## config.mk

```make
export PLATFORM = sky130hd
export DESIGN_NAME = rtp_nal_packetizer
export DESIGN_NICKNAME = d
export VERILOG_FILES = /design/src/rnp_pkg.sv /design/src/rnp_nal_ctrl.sv /design/src/rnp_byte_emit.sv /design/src/rtp_nal_packetizer.sv
export SDC_FILE = /design/constraint.sdc
export NUM_CORES = 1
export LEC_CHECK = 0
export BUFFER_PORTS_ARGS = -buffer_cell sky130_fd_sc_hd__buf_2
export CAP_MARGIN = 20
export CORE_ASPECT_RATIO = 1.75
export CORE_MARGIN = 4
export CORE_UTILIZATION = 40
export DETAILED_ROUTE_END_ITERATION = 6
export GPL_TIMING_DRIVEN = 0
export SLEW_MARGIN = 0
export SYNTH_ARGS = -nofsm -noshare
export SYNTH_HDL_FRONTEND = slang
export SYNTH_SLANG_ARGS = --single-unit
```

## constraint.sdc

```tcl
create_clock -name aclk -period 5.8 [get_ports aclk]
set_input_delay 0.58 -clock aclk [delete_from_list [all_inputs] [get_ports aclk]]
set_output_delay 0.58 -clock aclk [all_outputs]
set_load 0.01 [all_outputs]
```

## src/rnp_pkg.sv

```systemverilog
// Shared types and constants for the RTP NAL packetizer.
// Holds the burst descriptor passed from the NAL controller to the byte emitter.
// No dependencies.
package rnp_pkg;

    // One burst holds every datagram byte caused by one NAL byte
    localparam int unsigned BURST_BYTES = 16;

    typedef logic [0:BURST_BYTES-1][7:0] burst_bytes_t;
    typedef logic [$clog2(BURST_BYTES)-1:0] burst_idx_t;

    typedef struct packed {
        burst_bytes_t bytes;    // bytes sent from index start up to the last index
        burst_idx_t   start;    // first index that carries data
        logic         pkt_end;  // last byte closes the datagram
    } burst_t;

    // Start index of each burst layout (payload byte always sits last)
    localparam burst_idx_t LAST_IDX        = burst_idx_t'(BURST_BYTES - 1);
    localparam burst_idx_t START_BYTE_ONLY = burst_idx_t'(BURST_BYTES - 1);
    localparam burst_idx_t START_SINGLE    = burst_idx_t'(BURST_BYTES - 13);
    localparam burst_idx_t START_FU_H264   = burst_idx_t'(BURST_BYTES - 15);
    localparam burst_idx_t START_FU_H265   = burst_idx_t'(BURST_BYTES - 16);

    // Configuration register indexes
    localparam logic CFG_CODEC_H265  = 1'b0;
    localparam logic CFG_MAX_PAYLOAD = 1'b1;

    // RTP header fields
    localparam logic [7:0]  RTP_VERSION_BYTE = 8'h80;
    localparam logic [6:0]  RTP_PT           = 7'd96;
    localparam logic [31:0] RTP_SSRC         = 32'h1234_5678;
    localparam logic [31:0] TS_SCALE         = 32'd90;

    // Fragmentation unit codes
    localparam logic [7:0]  FU_TYPE_H264     = 8'd28;
    localparam logic [7:0]  FU_IND_H265      = 8'd98;   // type 49 shifted into place
    localparam logic [7:0]  FU_H264_NRI_MASK = 8'h60;
    localparam logic [7:0]  FU_H265_HDR_MASK = 8'h81;
    localparam logic [15:0] FU_HEAD_H264     = 16'd2;
    localparam logic [15:0] FU_HEAD_H265     = 16'd3;

    // NAL types that leave the marker clear in H.264 single packets
    localparam logic [4:0]  H264_TYPE_SEI = 5'd6;
    localparam logic [4:0]  H264_TYPE_SPS = 5'd7;
    localparam logic [4:0]  H264_TYPE_PPS = 5'd8;

    localparam logic [23:0] NAL_MIN_LEN       = 24'd4;
    localparam logic [15:0] MAX_PAYLOAD_RESET = 16'd1400;

endpackage

```

## src/rnp_nal_ctrl.sv

```systemverilog
// NAL tracking, configuration registers and burst building for the packetizer.
// Each accepted NAL byte that yields output is turned into one burst descriptor in a single pass.
// Depends on rnp_pkg.
module rnp_nal_ctrl (
    input  logic            aclk,
    input  logic            aresetn,
    input  logic            cfg_wr_en,
    input  logic            cfg_index,
    input  logic [15:0]     cfg_wr_data,
    input  logic            s_valid,
    output logic            s_ready,
    input  logic [7:0]      s_nal_byte,
    input  logic [23:0]     s_nal_length,
    input  logic [31:0]     s_time_ms,
    input  logic            take,
    output logic            pend_valid,
    output rnp_pkg::burst_t pend_burst
);

    // configuration
    logic        codec_reg;
    logic [15:0] mp_reg;

    // NAL state
    logic [15:0] seq_reg, seq_next;
    logic [23:0] pos_reg, pos_next;
    logic [23:0] remain_reg, remain_next;
    logic [15:0] fill_reg, fill_next;
    logic [7:0]  hdr0_reg, hdr0_next;
    logic [7:0]  hdr1_reg, hdr1_next;
    logic        frag_reg, frag_next;
    logic        first_pend_reg, first_pend_next;
    logic        drop_reg, drop_next;
    logic        h265_reg, h265_next;
    logic [15:0] chunk_reg, chunk_next;

    // output register toward the emitter
    logic            pend_valid_reg, pend_valid_next;
    rnp_pkg::burst_t pend_burst_reg, pend_burst_next;

    logic        accept;
    logic        emit;
    logic [31:0] ts;
    logic [23:0] len_eff;
    logic [23:0] remain_cur;
    logic [15:0] head;
    logic        marker;
    logic        last_frag;
    logic        end_c;
    logic [5:0]  frag_type;
    logic [7:0]  fu_hdr;
    logic [95:0] rtp_hdr;
    logic [4:0]  h264_type;

    assign s_ready    = !pend_valid_reg || take;
    assign accept     = s_valid && s_ready;
    assign pend_valid = pend_valid_reg;
    assign pend_burst = pend_burst_reg;

    // config writes
    always_ff @(posedge aclk) begin
        if (!aresetn) begin
            codec_reg <= 1'b0;
            mp_reg    <= rnp_pkg::MAX_PAYLOAD_RESET;
        end else if (cfg_wr_en) begin
            case (cfg_index)
                rnp_pkg::CFG_CODEC_H265:  codec_reg <= cfg_wr_data[0];
                rnp_pkg::CFG_MAX_PAYLOAD: mp_reg    <= cfg_wr_data;
                default: ;
            endcase
        end
    end

    // state registers
    always_ff @(posedge aclk) begin
        if (!aresetn) begin
            seq_reg        <= '0;
            pos_reg        <= '0;
            remain_reg     <= '0;
            fill_reg       <= '0;
            hdr0_reg       <= '0;
            hdr1_reg       <= '0;
            frag_reg       <= 1'b0;
            first_pend_reg <= 1'b0;
            drop_reg       <= 1'b0;
            h265_reg       <= 1'b0;
            chunk_reg      <= 16'd1;
            pend_valid_reg <= 1'b0;
        end else begin
            seq_reg        <= seq_next;
            pos_reg        <= pos_next;
            remain_reg     <= remain_next;
            fill_reg       <= fill_next;
            hdr0_reg       <= hdr0_next;
            hdr1_reg       <= hdr1_next;
            frag_reg       <= frag_next;
            first_pend_reg <= first_pend_next;
            drop_reg       <= drop_next;
            h265_reg       <= h265_next;
            chunk_reg      <= chunk_next;
            pend_valid_reg <= pend_valid_next;
        end
    end

    // burst payload, no reset
    always_ff @(posedge aclk) begin
        pend_burst_reg <= pend_burst_next;
    end

    // timestamp and shared header pieces
    assign ts        = s_time_ms * rnp_pkg::TS_SCALE;
    assign len_eff   = (s_nal_length == 24'd0) ? 24'd1 : s_nal_length;
    assign h264_type = s_nal_byte[4:0];
    assign frag_type = h265_reg ? hdr0_reg[6:1] : {1'b0, hdr0_reg[4:0]};
    assign rtp_hdr   = {rnp_pkg::RTP_VERSION_BYTE, marker, rnp_pkg::RTP_PT,
                        seq_reg, ts, rnp_pkg::RTP_SSRC};
    assign fu_hdr    = {first_pend_reg, last_frag, frag_type};

    // per-byte decision
    always_comb begin
        seq_next        = seq_reg;
        pos_next        = pos_reg;
        remain_next     = remain_reg;
        fill_next       = fill_reg;
        hdr0_next       = hdr0_reg;
        hdr1_next       = hdr1_reg;
        frag_next       = frag_reg;
        first_pend_next = first_pend_reg;
        drop_next       = drop_reg;
        h265_next       = h265_reg;
        chunk_next      = chunk_reg;
        remain_cur      = remain_reg;
        head            = codec_reg ? rnp_pkg::FU_HEAD_H265 : rnp_pkg::FU_HEAD_H264;
        marker          = 1'b0;
        last_frag       = remain_reg <= {8'd0, chunk_reg};
        end_c           = (({1'b0, fill_reg} + 17'd1) >= {1'b0, chunk_reg})
                          || (remain_reg == 24'd1);
        emit            = 1'b0;
        pend_burst_next = pend_burst_reg;

        if (accept) begin
            if (pos_reg == 24'd0) begin
                // first byte: latch NAL header and mode
                remain_cur      = len_eff;
                h265_next       = codec_reg;
                hdr0_next       = s_nal_byte;
                drop_next       = len_eff < rnp_pkg::NAL_MIN_LEN;
                frag_next       = (len_eff >= rnp_pkg::NAL_MIN_LEN)
                                  && (len_eff > {8'd0, mp_reg});
                first_pend_next = 1'b1;
                fill_next       = '0;
                chunk_next      = (mp_reg > head) ? (mp_reg - head) : 16'd1;
                if (!drop_next && !frag_next) begin
                    // whole NAL in one datagram
                    if (codec_reg) begin
                        marker = !s_nal_byte[6];
                    end else begin
                        marker = (h264_type != rnp_pkg::H264_TYPE_SEI)
                                 && (h264_type != rnp_pkg::H264_TYPE_SPS)
                                 && (h264_type != rnp_pkg::H264_TYPE_PPS);
                    end
                    emit                    = 1'b1;
                    seq_next                = seq_reg + 16'd1;
                    pend_burst_next.bytes   = {24'd0, rtp_hdr, s_nal_byte};
                    pend_burst_next.start   = rnp_pkg::START_SINGLE;
                    pend_burst_next.pkt_end = 1'b0;
                end
            end else if (drop_reg) begin
                // short NAL: swallow
            end else if (!frag_reg) begin
                emit                    = 1'b1;
                pend_burst_next.bytes   = {120'd0, s_nal_byte};
                pend_burst_next.start   = rnp_pkg::START_BYTE_ONLY;
                pend_burst_next.pkt_end = remain_reg == 24'd1;
            end else if (h265_reg && pos_reg == 24'd1) begin
                // second H.265 header byte
                hdr1_next = s_nal_byte;
            end else begin
                emit                    = 1'b1;
                pend_burst_next.pkt_end = end_c;
                fill_next               = end_c ? 16'd0 : (fill_reg + 16'd1);
                if (fill_reg == 16'd0) begin
                    // open a new fragment
                    marker          = last_frag;
                    seq_next        = seq_reg + 16'd1;
                    first_pend_next = 1'b0;
                    if (h265_reg) begin
                        pend_burst_next.bytes = {rtp_hdr,
                            rnp_pkg::FU_IND_H265 | (hdr0_reg & rnp_pkg::FU_H265_HDR_MASK),
                            hdr1_reg, fu_hdr, s_nal_byte};
                        pend_burst_next.start = rnp_pkg::START_FU_H265;
                    end else begin
                        pend_burst_next.bytes = {8'd0, rtp_hdr,
                            rnp_pkg::FU_TYPE_H264 | (hdr0_reg & rnp_pkg::FU_H264_NRI_MASK),
                            fu_hdr, s_nal_byte};
                        pend_burst_next.start = rnp_pkg::START_FU_H264;
                    end
                end else begin
                    pend_burst_next.bytes = {120'd0, s_nal_byte};
                    pend_burst_next.start = rnp_pkg::START_BYTE_ONLY;
                end
            end

            remain_next = remain_cur - 24'd1;
            pos_next    = (remain_next == 24'd0) ? 24'd0 : (pos_reg + 24'd1);
        end

        pend_valid_next = (pend_valid_reg && !take) || emit;
    end

endmodule

```

## src/rnp_byte_emit.sv

```systemverilog
// Output stage of the packetizer: holds one burst and sends it a byte per beat.
// Takes the next burst from the controller when the current one drains.
// Depends on rnp_pkg.
module rnp_byte_emit (
    input  logic            aclk,
    input  logic            aresetn,
    input  logic            pend_valid,
    input  rnp_pkg::burst_t pend_burst,
    output logic            take,
    output logic            m_valid,
    input  logic            m_ready,
    output logic [7:0]      m_out_byte,
    output logic            m_packet_end,
    output logic            m_last_of_item
);

    logic                 cur_valid_reg, cur_valid_next;
    rnp_pkg::burst_t      cur_reg, cur_next;
    rnp_pkg::burst_idx_t  idx_reg, idx_next;
    logic                 at_last;
    logic                 beat;
    logic                 load;

    assign at_last = idx_reg == rnp_pkg::LAST_IDX;
    assign beat    = cur_valid_reg && m_ready;
    assign take    = !cur_valid_reg || (m_ready && at_last);
    assign load    = pend_valid && take;

    assign m_valid        = cur_valid_reg;
    assign m_out_byte     = cur_reg.bytes[idx_reg];
    assign m_packet_end   = at_last && cur_reg.pkt_end;
    assign m_last_of_item = at_last;

    always_ff @(posedge aclk) begin
        if (!aresetn) begin
            cur_valid_reg <= 1'b0;
        end else begin
            cur_valid_reg <= cur_valid_next;
        end
    end

    always_ff @(posedge aclk) begin
        cur_reg <= cur_next;
        idx_reg <= idx_next;
    end

    // load a new burst or step through the current one
    always_comb begin
        cur_next       = cur_reg;
        idx_next       = idx_reg;
        cur_valid_next = cur_valid_reg;
        if (load) begin
            cur_next       = pend_burst;
            idx_next       = pend_burst.start;
            cur_valid_next = 1'b1;
        end else if (beat) begin
            idx_next = idx_reg + 1'b1;
            if (at_last) begin
                cur_valid_next = 1'b0;
            end
        end
    end

endmodule

```

## src/rtp_nal_packetizer.sv

```systemverilog
// Top level of the RTP packetizer for H.264 / H.265 NAL units.
// Instantiates rnp_nal_ctrl and rnp_byte_emit; depends on rnp_pkg.
//
//   channel | ports                                   | handshake
//   --------+-----------------------------------------+----------------
//   config  | cfg_wr_en, cfg_index, cfg_wr_data       | write on enable
//   input   | s_nal_byte, s_nal_length, s_time_ms     | s_valid/s_ready
//   output  | m_out_byte, m_packet_end, m_last_of_item| m_valid/m_ready
//
// One NAL byte is taken per cycle while it yields at most one datagram byte and m_ready is high.
// A byte that opens a datagram yields 13 to 16 output beats, and the single
// output port sends one beat per cycle while m_ready is high, so input waits while that burst drains.
// One built burst can wait in the controller's output register while the
// emitter sends the previous one. Reset is synchronous, active low, and clears
// the sequence number and all NAL tracking; max_payload returns to 1400.
module rtp_nal_packetizer (
    input  logic        aclk,
    input  logic        aresetn,
    input  logic        cfg_wr_en,
    input  logic        cfg_index,
    input  logic [15:0] cfg_wr_data,
    input  logic        s_valid,
    output logic        s_ready,
    input  logic [7:0]  s_nal_byte,
    input  logic [23:0] s_nal_length,
    input  logic [31:0] s_time_ms,
    output logic        m_valid,
    input  logic        m_ready,
    output logic [7:0]  m_out_byte,
    output logic        m_packet_end,
    output logic        m_last_of_item
);

    logic            take;
    logic            pend_valid;
    rnp_pkg::burst_t pend_burst;

    rnp_nal_ctrl u_ctrl (
        .aclk        (aclk),
        .aresetn     (aresetn),
        .cfg_wr_en   (cfg_wr_en),
        .cfg_index   (cfg_index),
        .cfg_wr_data (cfg_wr_data),
        .s_valid     (s_valid),
        .s_ready     (s_ready),
        .s_nal_byte  (s_nal_byte),
        .s_nal_length(s_nal_length),
        .s_time_ms   (s_time_ms),
        .take        (take),
        .pend_valid  (pend_valid),
        .pend_burst  (pend_burst)
    );

    rnp_byte_emit u_emit (
        .aclk          (aclk),
        .aresetn       (aresetn),
        .pend_valid    (pend_valid),
        .pend_burst    (pend_burst),
        .take          (take),
        .m_valid       (m_valid),
        .m_ready       (m_ready),
        .m_out_byte    (m_out_byte),
        .m_packet_end  (m_packet_end),
        .m_last_of_item(m_last_of_item)
    );

endmodule
```

==> summary.md <==
## Timing
- **setup repair after global routing missed its margin** false
- **Setup violations, final** 0
- **Pins Over Slew Limit** 0
- **final-report hold violation count** 0
- **min setup slack post-route** 0.278 ns
- **Tmin final** 5.52 ns
- **tightest slew margin relative to the limit** 33.5%
- **fraction of the cycle the final worst path needs** 95.2%
- **transition time at the pin with the least slew margin** 0.997 ns
- **skew final** 0.0197 ns
- **highest clock rate** 181 MHz

## Floorplan
- **Initial Util** 40.6%
- **Die Outline Area** 0.0545 mm²
- **Vert. Die Dim** 306 µm
- **x dimension of the die** 178 µm
- **Std-Cell Core Area** 0.0499 mm²
- **site row count** 108
- **I/O pin count** 98

## Routing
- **DR iter-0 viols** 1056
- **via count** 15400
- **average wire per standard cell** 20.7 µm
- **post-detailed-route via-to-cell ratio** 5.44
- **count of nets left with antenna violations after detail routing** 0
- **final routed wirelength across all metal layers** 58.7 mm
- **length of the first detailed-routing pass in iterations** 7
- **DRC viols** 1

## Synthesis
- **proportion of synthesized flip-flops having asynchronous set or reset** 0%
- **FF+latch count, synth** 352
- **area of the mapped netlist** 0.0203 mm²
- **Syn Nets** 2259
- **Post-synth top flop** sky130_fd_sc_hd__edfxtp_1
- **average instance area after synthesis** 10.1 µm²
- **count of distinct cell types in the synthesized netlist** 69
- **Warnings, synthesis** 0
- **count of flip-flops with a built-in enable after synthesis** 217
- **Gate Count Post-Synth** 2007
- **post-synthesis sequential area ratio** 45.5%

## Setup path
- **Worst Reg-to-Reg Cells** 20
- **data required time of the critical path** 6.22 ns
- **Arrival @ worst endpoint** 5.94 ns
- **sort of element at the start of the critical path** flip-flop
- **kind of critical path** flip-flop to flip-flop
- **R2R Setup Slk** 0.28 ns
- **critical-path maximum fanout** 10
- **launch point of the worst reg-to-reg path** u_ctrl.pos_reg[2]
- **Worst setup EP type** flip-flop
- **worst flop-to-flop path endpoint** u_ctrl.pos_reg[6]

## Outcome
- **violations in the final reports** design-rule violations
- **run status** complete, but fails checks

## Pwr
- **total power of the final layout** 7.72 mW
- **static leakage** 8.91 nW
- **maximum vdd drop** 0.000198 V
- **Pwr Density** 338 mW/mm²

## Place
- **placer congestion estimate** 0.922
- **DPL Wire Length** 46.8 mm
- **number of port buffers** 93
- **pre-CTS setup slack** -1.48 ns
- **DP Cell Count** 2762

## CTS
- **clock-pin slew of the registers on the worst-case setup and hold paths** 0.07 ns
- **clock latency on the worst-skew pair** 0.53 ns
- **total CTS buffers** 35
- **number of H-tree levels** 2
- **clock root buffer** sky130_fd_sc_hd__clkbuf_16
- **CTS tree** done
- **clk sink count** 352
- **clock buffer depth** 3
- **quantity of hold-fixing buffers added after cts** 0

## Final layout
- **layout cell share with drive strength beyond 1** 10.0%
- **Area Overhead vs Synth** 12.8%
- **diode insertion count for antenna repair** 0
- **final standard cell count with taps included and fillers excluded** 2830
- **number of flip-flops in the largest register** 108
- **final net count** 2395

## GRT
- **wire length of the first global-routing pass** 90.4 mm
- **overall track demand over capacity in global routing** 21.5%
- **number of global-route vias before repair** 15900
- **antenna violations before repair** 1
- **remaining global-route overflow** 0
- **pin count of the biggest net entering global routing** 73

## Min path
- **hold depth** 1
- **worst min-delay path startpoint** s_nal_byte[5]
- **hold crit path type** input pin to flip-flop
- **hold endpoint** u_ctrl.pend_burst[10]

## Flow run
- **number of maximum-capacitance constraint violations** 0

## metrics by stage
| step | hold WS [ns] | utilization (%) | cell area, µm² | TNS (ns) |
|---|---|---|---|---|
| detailed placement | 0.405 | 43.3 | 21600 | -35.54 |
| floorplan | 0.400 | - | 20300 | 0 |
| global route | 0.256 | 45.8 | 22900 | 0 |
| CTS | 0.251 | 45.7 | 22800 | 0 |
| global placement | 0.400 | 43.2 | 21600 | -169.74 |
| finish | 0.279 | 45.8 | 22900 | 0 |
## worst max-delay path by stage
stage / slack [ns] / start / end / cells after the start
final: 0.28 / u_ctrl.pos_reg[2] / u_ctrl.pos_reg[6] / 20
after CTS: 0.04 / u_ctrl.pos_reg[15] / u_ctrl.pos_reg[6] / 20
after detailed placement: -1.48 / u_ctrl.pos_reg[2] / u_ctrl.pos_reg[15] / 20
after floorplan: 0.23 / s_nal_length[10] / u_ctrl.pend_burst[0] / 15
after global routing: 0.04 / u_ctrl.pos_reg[2] / u_ctrl.pos_reg[14] / 20
after global placement: -1.45 / u_ctrl.pos_reg[2] / u_ctrl.pos_reg[16] / 20
## final cells by class
class	instances	area (µm²)
clock buffer	42	933
clock inverter	22	229
inverter	170	643
timing repair buffer	99	551
buffer	101	425
fill	4746	27000
sequential	352	9220
tap	660	826
multi-input combinational	1384	10000
## power by group
part / internal, mW / leakage, nW / switching, mW
clock: 1.34 / 0.564 / 0.973
sequential: 2.87 / 3.10 / 0.0777
combinational: 0.861 / 5.25 / 1.60
## cells in the mapped netlist, types with 5 or more instances
cell / count / area share, %
sky130_fd_sc_hd__a211oi_1: 13 / 0.48
sky130_fd_sc_hd__a21o_1: 22 / 0.82
sky130_fd_sc_hd__a21oi_1: 137 / 3.4
sky130_fd_sc_hd__a22o_1: 5 / 0.22
sky130_fd_sc_hd__a22oi_1: 8 / 0.30
sky130_fd_sc_hd__a31oi_1: 6 / 0.19
sky130_fd_sc_hd__and2_1: 13 / 0.40
sky130_fd_sc_hd__and3_1: 27 / 0.83
sky130_fd_sc_hd__buf_1: 12 / 0.22
sky130_fd_sc_hd__clkbuf_1: 83 / 1.5
sky130_fd_sc_hd__dfxtp_1: 135 / 13
sky130_fd_sc_hd__edfxtp_1: 217 / 32
sky130_fd_sc_hd__fa_1: 43 / 4.2
sky130_fd_sc_hd__ha_1: 123 / 7.6
sky130_fd_sc_hd__inv_1: 169 / 3.1
sky130_fd_sc_hd__mux2_2: 10 / 0.56
sky130_fd_sc_hd__mux2i_1: 61 / 3.0
sky130_fd_sc_hd__mux4_2: 22 / 2.4
sky130_fd_sc_hd__nand2_1: 192 / 3.6
sky130_fd_sc_hd__nand2b_1: 6 / 0.19
sky130_fd_sc_hd__nand3_1: 68 / 1.7
sky130_fd_sc_hd__nand4_1: 28 / 0.86
sky130_fd_sc_hd__nor2_1: 177 / 3.3
sky130_fd_sc_hd__nor2b_1: 10 / 0.31
sky130_fd_sc_hd__nor3_1: 31 / 0.77
sky130_fd_sc_hd__nor4_1: 32 / 0.99
sky130_fd_sc_hd__o2111ai_1: 6 / 0.26
sky130_fd_sc_hd__o211a_1: 8 / 0.40
sky130_fd_sc_hd__o211ai_1: 19 / 0.70
sky130_fd_sc_hd__o21a_1: 15 / 0.56
sky130_fd_sc_hd__o21ai_0: 70 / 1.7
sky130_fd_sc_hd__o21bai_1: 7 / 0.26
sky130_fd_sc_hd__o22ai_1: 8 / 0.25
sky130_fd_sc_hd__o31ai_1: 14 / 0.52
sky130_fd_sc_hd__or2_2: 6 / 0.19
sky130_fd_sc_hd__or3_1: 15 / 0.46
sky130_fd_sc_hd__or4_1: 11 / 0.41
sky130_fd_sc_hd__xnor2_1: 70 / 3.0
sky130_fd_sc_hd__xor2_1: 56 / 2.4
## critical path, stage by stage (launching register included)
cell and delay (ns):
sky130_fd_sc_hd__dfxtp_1 0.36, sky130_fd_sc_hd__nor4_2 0.35, sky130_fd_sc_hd__and4_1 0.24, sky130_fd_sc_hd__nand4_1 0.19, sky130_fd_sc_hd__inv_1 0.13, sky130_fd_sc_hd__clkbuf_4 0.24
sky130_fd_sc_hd__clkbuf_4 0.26, sky130_fd_sc_hd__buf_4 0.24, sky130_fd_sc_hd__mux2i_1 0.29, sky130_fd_sc_hd__ha_2 0.26, sky130_fd_sc_hd__nor2b_2 0.26, sky130_fd_sc_hd__nand3_4 0.16
sky130_fd_sc_hd__or4_4 0.49, sky130_fd_sc_hd__nor4_1 0.25, sky130_fd_sc_hd__xnor2_1 0.15, sky130_fd_sc_hd__mux2i_1 0.11, sky130_fd_sc_hd__or4_1 0.41, sky130_fd_sc_hd__or4_4 0.59
sky130_fd_sc_hd__o21ai_4 0.20, sky130_fd_sc_hd__buf_6 0.17, sky130_fd_sc_hd__nor2_1 0.05
## layer usage
metal  global-route usage (%)  vias to the layer above  routed length (µm)  part of all wire, %
li1                         -                     7397                   -                    -
met1                     22.0                     7388               20500                   35
met2                     42.1                      447               32400                   55
met3                     2.30                      164                2250                  3.8
met4                     10.7                        0                3500                  6.0
met5                        0                        -                   0                    0
## placed cells by master (no fill, tap or decap), types with 56 or more instances in the layout
master,count
sky130_fd_sc_hd__a21oi_1,137
sky130_fd_sc_hd__nand3_1,66
sky130_fd_sc_hd__clkbuf_1,84
sky130_fd_sc_hd__edfxtp_1,217
sky130_fd_sc_hd__inv_1,167
sky130_fd_sc_hd__mux2i_1,61
sky130_fd_sc_hd__nand2_1,192
sky130_fd_sc_hd__dfxtp_1,135
sky130_fd_sc_hd__nor2_1,177
sky130_fd_sc_hd__xor2_1,56
sky130_fd_sc_hd__ha_1,122
sky130_fd_sc_hd__buf_2,94
sky130_fd_sc_hd__o21ai_0,70
sky130_fd_sc_hd__xnor2_1,70
## logic make-up (layout without fill, tap and decap cells)
group / count (synthesis) / in the layout / share of synthesized area [%]
xor+xnor: 127 / 127 / 5.53
simple gates: 633 / 633 / 14.6
fa+ha+maj: 166 / 166 / 11.8
buf+inv: 271 / 434 / 5.18
flops: 352 / 352 / 45.5
compound gates: 365 / 365 / 11.3
mux: 93 / 93 / 6.02
## repair_timing
| action | 4_1_cts | 5_1_grt |
|---|---|---|
| resized for setup | 9 | 11 |
| endpoints found under the setup margin | 28 | 24 |
| setup buffers | 1 | 3 |
| pin swaps | 0 | 1 |
Power figures use the tool's default switching activity.
